==> src/dtv_pkg.sv <==
// ----------------------------------------------------------------------------
// dtv_pkg: shared types and helpers for the date-time string validator
// Status codes, the per-value parse state and small digit arithmetic helpers.
// ----------------------------------------------------------------------------
`default_nettype none

package dtv_pkg;

    // Default kept length of a value
    localparam int DTV_MAX_LENGTH = 26;

    // Fixed field widths
    localparam int POS_W    = 5;
    localparam int STEM_LEN = 14;
    localparam int OFF_LEN  = 4;
    localparam int RUN_W    = 3;

    // Latest end index allowed when a fraction is present
    localparam int FRAC_END_MAX = 21;

    // Characters of interest
    localparam logic [7:0] CH_ZERO  = 8'h30;
    localparam logic [7:0] CH_NINE  = 8'h39;
    localparam logic [7:0] CH_DOT   = 8'h2e;
    localparam logic [7:0] CH_PLUS  = 8'h2b;
    localparam logic [7:0] CH_MINUS = 8'h2d;
    localparam logic [7:0] CH_SPACE = 8'h20;
    localparam logic [7:0] CH_NUL   = 8'h00;

    // Result status codes
    typedef enum logic [3:0] {
        ST_OK         = 4'd0,
        ST_TOO_LONG   = 4'd1,
        ST_BAD_CHAR   = 4'd2,
        ST_TWO_DOTS   = 4'd3,
        ST_TWO_SIGNS  = 4'd4,
        ST_SPACE      = 4'd5,
        ST_OFFSET     = 4'd6,
        ST_FRACTION   = 4'd7,
        ST_COMPONENTS = 4'd8,
        ST_DATE       = 4'd9,
        ST_TIME       = 4'd10
    } status_t;

    // Running state of one value; positions are index+1, zero meaning none
    typedef struct packed {
        logic [POS_W-1:0]          position;
        logic [POS_W-1:0]          dot_position;
        logic [POS_W-1:0]          sign_position;
        logic [POS_W-1:0]          stem_digits;
        logic                      stem_open;
        logic                      pending_space;
        status_t                   first_error;
        logic [POS_W-1:0]          first_error_position;
        logic [STEM_LEN-1:0][3:0]  stem_digit;
        logic [OFF_LEN-1:0][3:0]   off_digit;
        logic [RUN_W-1:0]          off_run;
        logic                      dropped;
        logic                      frac_digit;
    } dtv_state_t;

    // State at the start of a value
    function automatic dtv_state_t dtv_clear();
        dtv_state_t s;
        s           = '0;
        s.stem_open = 1'b1;
        return s;
    endfunction

    // Two decimal digits to a value, tens first
    function automatic logic [6:0] two_digit(input logic [3:0] tens, input logic [3:0] ones);
        logic [6:0] t;
        t = {3'b000, tens};
        return (t << 3) + (t << 1) + {3'b000, ones};
    endfunction

    // Days in a month of 1 to 12
    function automatic logic [4:0] days_in_month(input logic [6:0] mo, input logic leap);
        logic [4:0] dim;
        case (mo) inside
            7'd4, 7'd6, 7'd9, 7'd11: dim = 5'd30;
            7'd2:                    dim = leap ? 5'd29 : 5'd28;
            default:                 dim = 5'd31;
        endcase
        return dim;
    endfunction

endpackage

`default_nettype wire

==> src/dtv_parse.sv <==
// ----------------------------------------------------------------------------
// dtv_parse: per-character state update
// Holds the running state of one value and works out the state after the
// character in the input register; clears back to start on the last request.
// ----------------------------------------------------------------------------
`default_nettype none

module dtv_parse #(
    parameter int MAX_LENGTH = dtv_pkg::DTV_MAX_LENGTH
) (
    input  wire logic              clk,
    input  wire logic              rst_n,
    input  wire logic              step,
    input  wire logic [7:0]        character,
    input  wire logic              last,
    input  wire logic              empty_req,
    output dtv_pkg::dtv_state_t    state_next
);
    import dtv_pkg::*;

    localparam logic [POS_W:0] MAX_POS = (POS_W+1)'(MAX_LENGTH);

    dtv_state_t state_reg;
    dtv_state_t s;
    logic [POS_W-1:0] p;
    logic             is_digit;
    logic [3:0]       d;
    logic [POS_W:0]   off_pos;

    // Take one character
    always_comb
    begin
        s        = state_reg;
        p        = state_reg.position;
        is_digit = (character >= CH_ZERO) && (character <= CH_NINE);
        d        = character[3:0];
        off_pos  = {1'b0, state_reg.sign_position} + {{(POS_W+1-RUN_W){1'b0}}, state_reg.off_run};
        if (!empty_req)
        begin
            if ({1'b0, p} >= MAX_POS)
            begin
                s.dropped = 1'b1;
            end
            else
            begin
                s.position = p + 1'b1;
                if (state_reg.first_error == ST_OK)
                begin
                    s.pending_space = 1'b0;
                    if (state_reg.pending_space && (character != CH_NUL))
                    begin
                        // space not at the end
                        s.first_error          = ST_SPACE;
                        s.first_error_position = p - 1'b1;
                    end
                    else if (is_digit)
                    begin
                        if (state_reg.stem_open)
                        begin
                            s.stem_digits = p + 1'b1;
                            if (p < POS_W'(STEM_LEN))
                                s.stem_digit[p[3:0]] = d;
                        end
                        if ((state_reg.dot_position != '0) && (p == state_reg.dot_position))
                            s.frac_digit = 1'b1;
                        if ((state_reg.sign_position != '0) && (state_reg.off_run < RUN_W'(OFF_LEN))
                            && ({1'b0, p} == off_pos))
                        begin
                            s.off_digit[state_reg.off_run[1:0]] = d;
                            s.off_run = state_reg.off_run + 1'b1;
                        end
                    end
                    else
                    begin
                        s.stem_open = 1'b0;
                        if (character == CH_DOT)
                        begin
                            if (state_reg.dot_position != '0)
                            begin
                                s.first_error          = ST_TWO_DOTS;
                                s.first_error_position = p;
                            end
                            else
                                s.dot_position = p + 1'b1;
                        end
                        else if ((character == CH_PLUS) || (character == CH_MINUS))
                        begin
                            if (state_reg.sign_position != '0)
                            begin
                                s.first_error          = ST_TWO_SIGNS;
                                s.first_error_position = p;
                            end
                            else
                                s.sign_position = p + 1'b1;
                        end
                        else if (character == CH_SPACE)
                        begin
                            if (!p[0])
                            begin
                                s.first_error          = ST_SPACE;
                                s.first_error_position = p;
                            end
                            else if (({1'b0, p} + 1'b1) < MAX_POS)
                                s.pending_space = 1'b1;
                        end
                        else
                        begin
                            s.first_error          = ST_BAD_CHAR;
                            s.first_error_position = p;
                        end
                    end
                end
            end
        end
    end

    assign state_next = s;

    // State register; back to start after each value
    always_ff @(posedge clk or negedge rst_n)
    begin
        if (!rst_n)
            state_reg <= dtv_clear();
        else if (step)
            state_reg <= last ? dtv_clear() : s;
    end

endmodule

`default_nettype wire

==> src/dtv_check.sv <==
// ----------------------------------------------------------------------------
// dtv_check: end-of-value checks
// Turns the final state of a value into its status and error position.
// ----------------------------------------------------------------------------
`default_nettype none

module dtv_check (
    input  wire dtv_pkg::dtv_state_t st,
    output dtv_pkg::status_t         status,
    output logic [4:0]               error_position
);
    import dtv_pkg::*;

    logic [6:0] mo, dy, hr, mi, se, off_hr, off_mi;
    logic [4:0] dim;
    logic       end_ok, leap, lo_div4, lo_zero, hi_div4;
    logic [1:0] lo_mod, hi_mod;

    // Component values with defaults for omitted fields
    always_comb
    begin
        mo     = (st.stem_digits >= 5'd6)  ? two_digit(st.stem_digit[4],  st.stem_digit[5])  : 7'd1;
        dy     = (st.stem_digits >= 5'd8)  ? two_digit(st.stem_digit[6],  st.stem_digit[7])  : 7'd1;
        hr     = (st.stem_digits >= 5'd10) ? two_digit(st.stem_digit[8],  st.stem_digit[9])  : 7'd0;
        mi     = (st.stem_digits >= 5'd12) ? two_digit(st.stem_digit[10], st.stem_digit[11]) : 7'd0;
        se     = (st.stem_digits >= 5'd14) ? two_digit(st.stem_digit[12], st.stem_digit[13]) : 7'd0;
        off_hr = two_digit(st.off_digit[0], st.off_digit[1]);
        off_mi = two_digit(st.off_digit[2], st.off_digit[3]);
        // year mod 4 from two digits: (10a+b) mod 4 = (2a+b) mod 4
        lo_mod  = {st.stem_digit[2][0], 1'b0} + st.stem_digit[3][1:0];
        hi_mod  = {st.stem_digit[0][0], 1'b0} + st.stem_digit[1][1:0];
        lo_div4 = (lo_mod == 2'd0);
        hi_div4 = (hi_mod == 2'd0);
        lo_zero = (st.stem_digit[2] == 4'd0) && (st.stem_digit[3] == 4'd0);
        leap    = lo_div4 && (!lo_zero || hi_div4);
        dim     = days_in_month(mo, leap);
        end_ok  = (st.sign_position != '0) ? (st.sign_position <= 5'(FRAC_END_MAX + 2))
                                           : (st.position <= 5'(FRAC_END_MAX + 1));
    end

    // Checks in priority order
    always_comb
    begin
        if (st.position == '0)
            status = ST_OK;
        else if (st.first_error != ST_OK)
            status = st.first_error;
        else if ((st.sign_position != '0) &&
                 ((st.off_run < 3'(OFF_LEN)) || (off_hr >= 7'd24) || (off_mi >= 7'd60)))
            status = ST_OFFSET;
        else if ((st.dot_position != '0) &&
                 !((st.stem_digits == 5'(STEM_LEN)) && (st.dot_position == 5'(STEM_LEN + 1))
                   && st.frac_digit && end_ok))
            status = ST_FRACTION;
        else if ((st.stem_digits < 5'd4) || (st.stem_digits > 5'(STEM_LEN)) || st.stem_digits[0])
            status = ST_COMPONENTS;
        else if ((mo < 7'd1) || (mo > 7'd12) || (dy < 7'd1) || (dy > {2'b00, dim}))
            status = ST_DATE;
        else if ((hr >= 7'd24) || (mi >= 7'd60) || (se >= 7'd60))
            status = ST_TIME;
        else if (st.dropped)
            status = ST_TOO_LONG;
        else
            status = ST_OK;
    end

    // Position only for character-level errors
    assign error_position = ((status == ST_BAD_CHAR) || (status == ST_TWO_DOTS) ||
                             (status == ST_TWO_SIGNS) || (status == ST_SPACE))
                            ? st.first_error_position : 5'd0;

endmodule

`default_nettype wire

==> src/datetime_string_validator_core.sv <==
// A result is registered: its last character passes the input register, then the result register.
// Throughput: one character per cycle; the state update and checks form one
// pass between the input register and the result register.
// A result held at the output stalls the input only when the next value ends.
// Reset (rst_n low, asynchronous) empties both registers and clears the
// running state to the start of a value.
// ----------------------------------------------------------------------------
// datetime_string_validator_core: streaming date-time string validator
// Takes one character per request and gives one status request per value.
// ----------------------------------------------------------------------------
`default_nettype none

module datetime_string_validator_core #(
    parameter int MAX_LENGTH = dtv_pkg::DTV_MAX_LENGTH
) (
    input  wire logic        clk,
    input  wire logic        rst_n,
    input  wire logic        s_axis_tvalid,
    output logic             s_axis_tready,
    input  wire logic [7:0]  s_axis_tdata,   // [7:0] character
    input  wire logic        s_axis_tlast,
    input  wire logic        s_axis_tuser,   // [0] empty_req
    output logic             m_axis_tvalid,
    input  wire logic        m_axis_tready,
    output logic [15:0]      m_axis_tdata    // [3:0] status, [8:4] error_position
);
    import dtv_pkg::*;

    logic       in_valid_reg;
    logic [7:0] in_char_reg;
    logic       in_last_reg;
    logic       in_empty_reg;
    logic       out_valid_reg;
    status_t    out_status_reg;
    logic [4:0] out_pos_reg;

    logic       out_free;
    logic       advance;
    dtv_state_t state_next;
    status_t    status;
    logic [4:0] error_position;

    // Flow control: a non-last character never waits on the output
    assign out_free      = !out_valid_reg || m_axis_tready;
    assign advance       = in_valid_reg && (!in_last_reg || out_free);
    assign s_axis_tready = !in_valid_reg || advance;

    // Input register
    always_ff @(posedge clk or negedge rst_n)
    begin
        if (!rst_n)
            in_valid_reg <= 1'b0;
        else if (s_axis_tready)
            in_valid_reg <= s_axis_tvalid;
    end

    always_ff @(posedge clk)
    begin
        if (s_axis_tready && s_axis_tvalid)
        begin
            in_char_reg  <= s_axis_tdata;
            in_last_reg  <= s_axis_tlast;
            in_empty_reg <= s_axis_tuser;
        end
    end

    dtv_parse #(
        .MAX_LENGTH (MAX_LENGTH)
    ) u_parse (
        .clk        (clk),
        .rst_n      (rst_n),
        .step       (advance),
        .character  (in_char_reg),
        .last       (in_last_reg),
        .empty_req  (in_empty_reg),
        .state_next (state_next)
    );

    dtv_check u_check (
        .st             (state_next),
        .status         (status),
        .error_position (error_position)
    );

    // Result register
    always_ff @(posedge clk or negedge rst_n)
    begin
        if (!rst_n)
            out_valid_reg <= 1'b0;
        else if (advance && in_last_reg)
            out_valid_reg <= 1'b1;
        else if (m_axis_tready)
            out_valid_reg <= 1'b0;
    end

    always_ff @(posedge clk)
    begin
        if (advance && in_last_reg)
        begin
            out_status_reg <= status;
            out_pos_reg    <= error_position;
        end
    end

    assign m_axis_tvalid = out_valid_reg;
    assign m_axis_tdata  = {7'd0, out_pos_reg, out_status_reg};

    // A new result only follows a last character taken through
    a_result_from_last: assert property (@(posedge clk) disable iff (!rst_n)
        $rose(out_valid_reg) |-> $past(advance && in_last_reg))
        else $error("result raised without a last character");

    // A last character never overwrites a result still waiting
    a_no_overwrite: assert property (@(posedge clk) disable iff (!rst_n)
        (advance && in_last_reg && out_valid_reg) |-> m_axis_tready)
        else $error("waiting result overwritten");

    // Error position only reported for character-level errors
    a_pos_only_char_err: assert property (@(posedge clk) disable iff (!rst_n)
        (out_valid_reg && (out_pos_reg != 5'd0)) |->
        ((out_status_reg == ST_BAD_CHAR) || (out_status_reg == ST_TWO_DOTS) ||
         (out_status_reg == ST_TWO_SIGNS) || (out_status_reg == ST_SPACE)))
        else $error("error position with a non-character status");

endmodule

`default_nettype wire

==> config.mk <==
export PLATFORM = sky130hd
export DESIGN_NAME = datetime_string_validator_core
export DESIGN_NICKNAME = d
export VERILOG_FILES = /design/src/dtv_pkg.sv /design/src/dtv_parse.sv /design/src/dtv_check.sv /design/src/datetime_string_validator_core.sv
export SDC_FILE = /design/constraint.sdc
export NUM_CORES = 1
export LEC_CHECK = 0
export ABC_AREA = 1
export BUFFER_PORTS_ARGS = -buffer_cell sky130_fd_sc_hd__buf_2
export CORE_MARGIN = 2
export CORE_UTILIZATION = 40
export CTS_CLUSTER_DIAMETER = 120
export CTS_CLUSTER_SIZE = 16
export DETAILED_ROUTE_END_ITERATION = 16
export GPL_TIMING_DRIVEN = 0
export SETUP_SLACK_MARGIN = 0.5
export SLEW_MARGIN = 10
export SYNTH_ARGS = -nofsm -noshare
export SYNTH_HDL_FRONTEND = slang
export SYNTH_SLANG_ARGS = --single-unit
==> constraint.sdc <==
create_clock -name clk -period 6.9 [get_ports clk]
set_clock_uncertainty 0.15 [all_clocks]
set_input_delay 0.345 -clock clk [delete_from_list [all_inputs] [get_ports clk]]
set_output_delay 0.345 -clock clk [all_outputs]
set_load 0.01 [all_outputs]
Yosys cells after proc, flatten, opt, wreduce, memory -nomap -nowiden. Cells that the tools add are included.

Input port bits: 14. Output and inout bits: 18. Word-level logic and storage cells: 231. Register bits: 129.

Equality and inequality tests: 21. Reduce and logical (&&, ||, !) cells: 60. Magnitude comparators: 29. Multiplexer cells: 62. Add/sub/neg operators: 21.

Operator list (number): 2-to-1 mux 108 bit (2); 2-to-1 mux 75 bit (2); 2-to-1 mux 56 bit (2); 2-to-1 mux 106 bit (1); 2-to-1 mux 101 bit (1); 2-to-1 mux 9 bit (7); bitwise mux 56 bit (1); adder 7 x 4 -> 7 bit (7); adder 7 x 5 -> 7 bit (7); 2-to-1 mux 4 bit (9); 2-to-1 mux 5 bit (7); 2-to-1 mux 7 bit (5); equality test 8 x 6 -> 1 bit (second input constant) (4); greater-or-equal comparator 7 x 6 -> 1 bit (second input constant) (3); greater-or-equal comparator 5 x 4 -> 1 bit (second input constant) (4); nonzero test 5 bit (4); 2-to-1 mux 19 bit (1); logical AND 1 bit (17); logical OR 1 bit (17); 2-to-1 mux 17 bit (1); bitwise mux 16 bit (1); demux 4 bit (select 4 bit) (1); 2-to-1 mux 1 bit (16); equality test 7 x 3 -> 1 bit (second input constant) (2); 47 further kinds (71).

Logic depth before layout (Yosys ltp).
Word-level depth: 32. Mapped depth: 37. Mapped depth without buffers: 36.

Modules after synthesis. From an unflattened synthesis, not the netlist that was laid out.

Cell total of the unflattened synthesis: 1453. Area, all modules: 10105.9 um^2.

Modules (own cells, without submodules): dtv_parse (instances 1, area each 7119.3 um^2, cells each 1058, seq. area each 2703.8 um^2); dtv_check (instances 1, area each 2249.7 um^2, cells each 353, seq. area each 0.0 um^2); datetime_string_validator_core (instances 1, area each 737.0 um^2, cells each 42, seq. area each 620.6 um^2).

Least setup slack after synthesis. Ideal clock, no wire load.

Kind: reg2reg. Start: register u_parse.state_reg, in the netlist u_parse.p[0]. End: register out_pos_reg[1] (data pin). Required time: 6.490 ns. Arrival: 4.828 ns. Period minus slack after synthesis: 5.239 ns. Setup slack: 1.661 ns. Setup time: 0.260 ns. Buffers on the path: 2. Cell stages (with the launch flop): 34. Path through: dfrtp_1 > buf_2 > inv_1 > clkbuf_1 > ha_1 > nand2_1 > nor3_1 > nand3_1 > nand2_1 > o21ai_0 > fa_1 > inv_1 > fa_1 > a31oi_1 > inv_1 > nand3_1 > nand3_1 > nor2_1 > o21ai_1 > nand2_1 > inv_1 > ha_1 > a211oi_1 > nand4_1 > nand2_1 > nor2_1 > nand2_1 > nor2_1 > nand2_1 > nand2_1 > nand2_1 > nand2_2 > nand2_4 > nor2_2.

Word-level cells in the longest chain between the ends: 32. Elaborated cells between the ends (all ways): 137. Classes of those cells: add/sub (18); order compare (23); eq/ne (13); mux (49); reduce/logical (34).

Ends and longest elaborated chain: from (decl) (line dtv_parse.sv:23) `dtv_state_t state_reg;`; from (signal assigned) (line dtv_parse.sv:123) `state_reg <= dtv_clear();`; from (signal assigned) (line dtv_parse.sv:125) `state_reg <= last ? dtv_clear() : s;`; less-than comparator 4 x 5 -> 1 bit (implied by the code) or greater-or-equal comparator 4 x 1 -> 1 bit (tied branches) (line dtv_parse.sv:62) `s.stem_digit[p[3:0]] = d;`; logical AND 1 bit (implied by the code) (line dtv_parse.sv:62); 2-to-1 mux 4 bit (implied by the code) (line dtv_parse.sv:62); demux 4 bit (select 4 bit); bitwise mux 56 bit (line dtv_parse.sv:62); 2-to-1 mux 56 bit (line dtv_parse.sv:61) `if (p < POS_W'(STEM_LEN))`; 2-to-1 mux 56 bit (line dtv_parse.sv:58) `if (state_reg.stem_open)`; 2-to-1 mux 75 bit (line dtv_parse.sv:56) `else if (is_digit)`; 2-to-1 mux 75 bit (line dtv_parse.sv:50) `if (state_reg.pending_space && (character != CH_NUL))`; 2-to-1 mux 101 bit (line dtv_parse.sv:47) `if (state_reg.first_error == ST_OK)`; 2-to-1 mux 106 bit (line dtv_parse.sv:40) `if ({1'b0, p} >= MAX_POS)`; 2-to-1 mux 108 bit * (line dtv_parse.sv:38) `if (!empty_req)`; branches (longest 20 deep; another with adder 7 x 5 -> 7 bit); to (signal assigned) (line datetime_string_validator_core.sv:101) `out_pos_reg <= error_position;`; to (decl) (line datetime_string_validator_core.sv:35) `logic [4:0] out_pos_reg;`.

Every way passes the cells marked *. The select of a mux whose other input is x is not followed. A chain may end at the register's enable or synchronous reset.

Worst setup path in the final report.
Start: register u_parse.state_reg, in the netlist u_parse.p[0]. End: register out_pos_reg[0] (data pin).

The elaborated chain is that of the path after synthesis.

==> results_dict.tcl <==
set metrics [dict create \
    cts-buffers-inserted 17 \
    yosysSeqAreaShare 0.340 \
    die_h_um 154 \
    finalCritPeriodShare 0.853 \
    finalCoreUtilization 0.462 \
    synth_seq_cells 119 \
    tightest_slew_ns 0.674 \
    status "finished, final reports clean" \
    wl_um 25400 \
    portBuffers 24 \
    drtIter0Drc 641 \
    synth_flop_cell "dfrtp_1" \
    grt_max_degree 77 \
    slew_headroom 0.550 \
    htreeDepth 4 \
    cap_violations 0 \
    critPathArrivalTime_ns 5.92 \
    synth_enable_flop_cells 19 \
    place_congestion 0.976 \
    layout.cells.non_filler 1561 \
    max_freq_mhz 170 \
    area_delta_synth_final_pct 14.6 \
    critPathKind "reg -> reg" \
    yosys_warnings 0 \
    netlist_top_cells_area "dfrtp_1 27%, nand2_1 11%, inv_1 9.0%" \
    first_global_vias 7804 \
    dr.max_layer_used "met4" \
    cp.required_ns 6.93 \
    io_pins 32 \
    grt.total_usage 0.220 \
    grt.overflow.total 0 \
    root_buffer "clkbuf_16" \
    p_leak_nw 5.57 \
    hold_violations 0 \
    synth.avg_cell_area_um2 7.53 \
    design_area_um2 10400 \
    worst_slack_ns 1.01 \
    antenna_found_initial 0 \
    cp-start-kind "flop" \
    dr_wl_met3_um 1450 \
    end_kind "flop" \
    hp-class "in -> reg" \
    async_flop_share 0.840 \
    wl_met1_um 11400 \
    max_stage_delay_ns 0.59 \
    initial_core_util 0.403 \
    core_area_um2 22400 \
    cts_tree "yes" \
    synth_top_cell_area_share 0.274 \
    most-common-layout-cells "260 x nand2_1, 217 x inv_1, 99 x dfrtp_1" \
    clock_latency_ns 0.44 \
    grt_pass1_wl_um 41000 \
    synth_top_cell_by_area "dfrtp_1" \
    rsz0062_at_grt "false" \
    place_ws_ns 0.485 \
    dr_total_vias 8158 \
    dr.pass1.iters 5 \
    dieArea_um2 23800 \
    peakVddDrop_mv 0.139 \
    rows 55 \
    largest_register_ffs 93 \
    layout_commonest_cell "nand2_1" \
    powerDensity_nw_per_um2 215 \
    ant_nets 0 \
    cts_setup_buffers 0 \
    crit_slowest_cell "fa_1" \
    nets 1354 \
    insertedDiodeCount 0 \
    via_per_inst 5.23 \
    cts_sinks 119 \
    syn_inst 1201 \
    drive_gt1_frac 0.113 \
    dp_hpwl_um 18600 \
    wl_met2_um 11800 \
    slew_violations 0 \
    drc 0 \
    setup_viol 0 \
    cts.clk_slew.worst_paths_ns 0.06 \
    netlist_area_um2 9050 \
    min_period_ns 5.89 \
    place_area_um2 9580 \
    fp.dieW_um 154 \
    cts_max_path_buffers 2 \
    worst_path_most_repeated_cell "nand2_1" \
    place_inst 1517 \
    critPathMaxFanout 11 \
    nFillCells 2240 \
    wire_per_inst_um 16.2 \
    tns_ns 0 \
    synth_cell_types 53 \
]
## timing repair
| item | 4_1_cts | 5_1_grt |
|---|---|---|
| pin swaps | 0 | 0 |
| endpoints found under the setup margin | 6 | 8 |
| hold buffers | 12 | 0 |
| endpoints found under the hold margin | 35 | 0 |
| gates resized for setup | 1 | 8 |
## Yosys cell counts, types with 5 or more instances
cell	count
nand2_1	260
inv_1	217
dfrtp_1	99
o21ai_0	89
nor2_1	77
o22ai_1	68
nand3_1	64
ha_1	62
a21oi_1	29
nand4_1	24
clkbuf_1	23
edfxtp_1	19
fa_1	15
nor2_2	15
nand2_2	12
buf_4	9
nand3_2	9
o21ai_1	9
a211oi_1	8
a22o_1	8
xor2_1	8
buf_6	6
nor2_4	6
nor3_1	6
xnor2_1	6
a31oi_1	5
inv_2	5
## cells by family (layout without fill, tap and decap cells)
family                     after synthesis  in the layout  share of synthesized area
AOI/OAI and AO/OA                      235            235                      0.154
xor gates and xnor gates                14             14                     0.0136
adders and majority gates               77             77                      0.119
and+or+nand+nor                        490            490                      0.253
DFF                                    119            119                      0.340
other                                    1              7                   0.000415
buffers and inverters                  265            334                      0.120
## final timing paths
check | start | endpoint | slack [ns] | cells after the start
min in group asynchronous | rst_n | u_parse.state_reg[15] | 0.19 | 2
max | u_parse.p[0] | out_pos_reg[0] | 1.01 | 33
min | m_axis_tready | m_axis_tvalid | 0.02 | 4
min reg2reg | u_parse.state_reg[6] | u_parse.state_reg[6] | 0.33 | 2
max in group asynchronous | rst_n | u_parse.state_reg[92] | 5.71 | 3
max reg2reg | u_parse.p[0] | out_pos_reg[0] | 1.01 | 33
## metrics by stage
stage | hold slack (ns) | power [W]
3_3_place_gp | 0.313 | 0.00123
4_1_cts | 0.0148 | 0.00223
6_report | 0.0160 | 0.00223
2_1_floorplan | -0.101 | 0.00109
5_1_grt | 0.0432 | 0.00232
3_5_place_dp | 0.0774 | 0.00124
## critical path, delay by kind of cell (launching register included)
kind                       cells  cell delay (ns)
AOI/OAI and AO/OA              4             0.74
buffers and inverters          6             0.76
and+or+nand+nor               19             1.97
DFF                            1             0.40
adders and majority gates      4             1.63
## cell type report
type / instances / area [µm²] / area share
multi-input combinational: 823 / 4930 / 0.476
sequential: 119 / 3070 / 0.297
inverter: 223 / 837 / 0.0807
clock buffer: 20 / 478 / 0.0461
tap: 285 / 357 / 0.0344
timing repair buffer: 37 / 274 / 0.0264
buffer: 42 / 255 / 0.0246
clock inverter: 12 / 161 / 0.0156
## power breakdown
group	switching (W)	leakage, nW	total [W]	internal [W]
clock	0.000372	0.313	0.000986	0.000614
combinational	0.000325	3.69	0.000464	0.000139
sequential	0.0000267	1.57	0.000777	0.000750
total	0.000724	5.57	0.00223	0.00150
## layer usage
metal,vias up,global-route usage
li1,4062,-
met1,3813,0.292
met2,235,0.361
met3,48,0.0440
met4,0,0.0736
met5,-,0
Power figures use the tool's default switching activity.
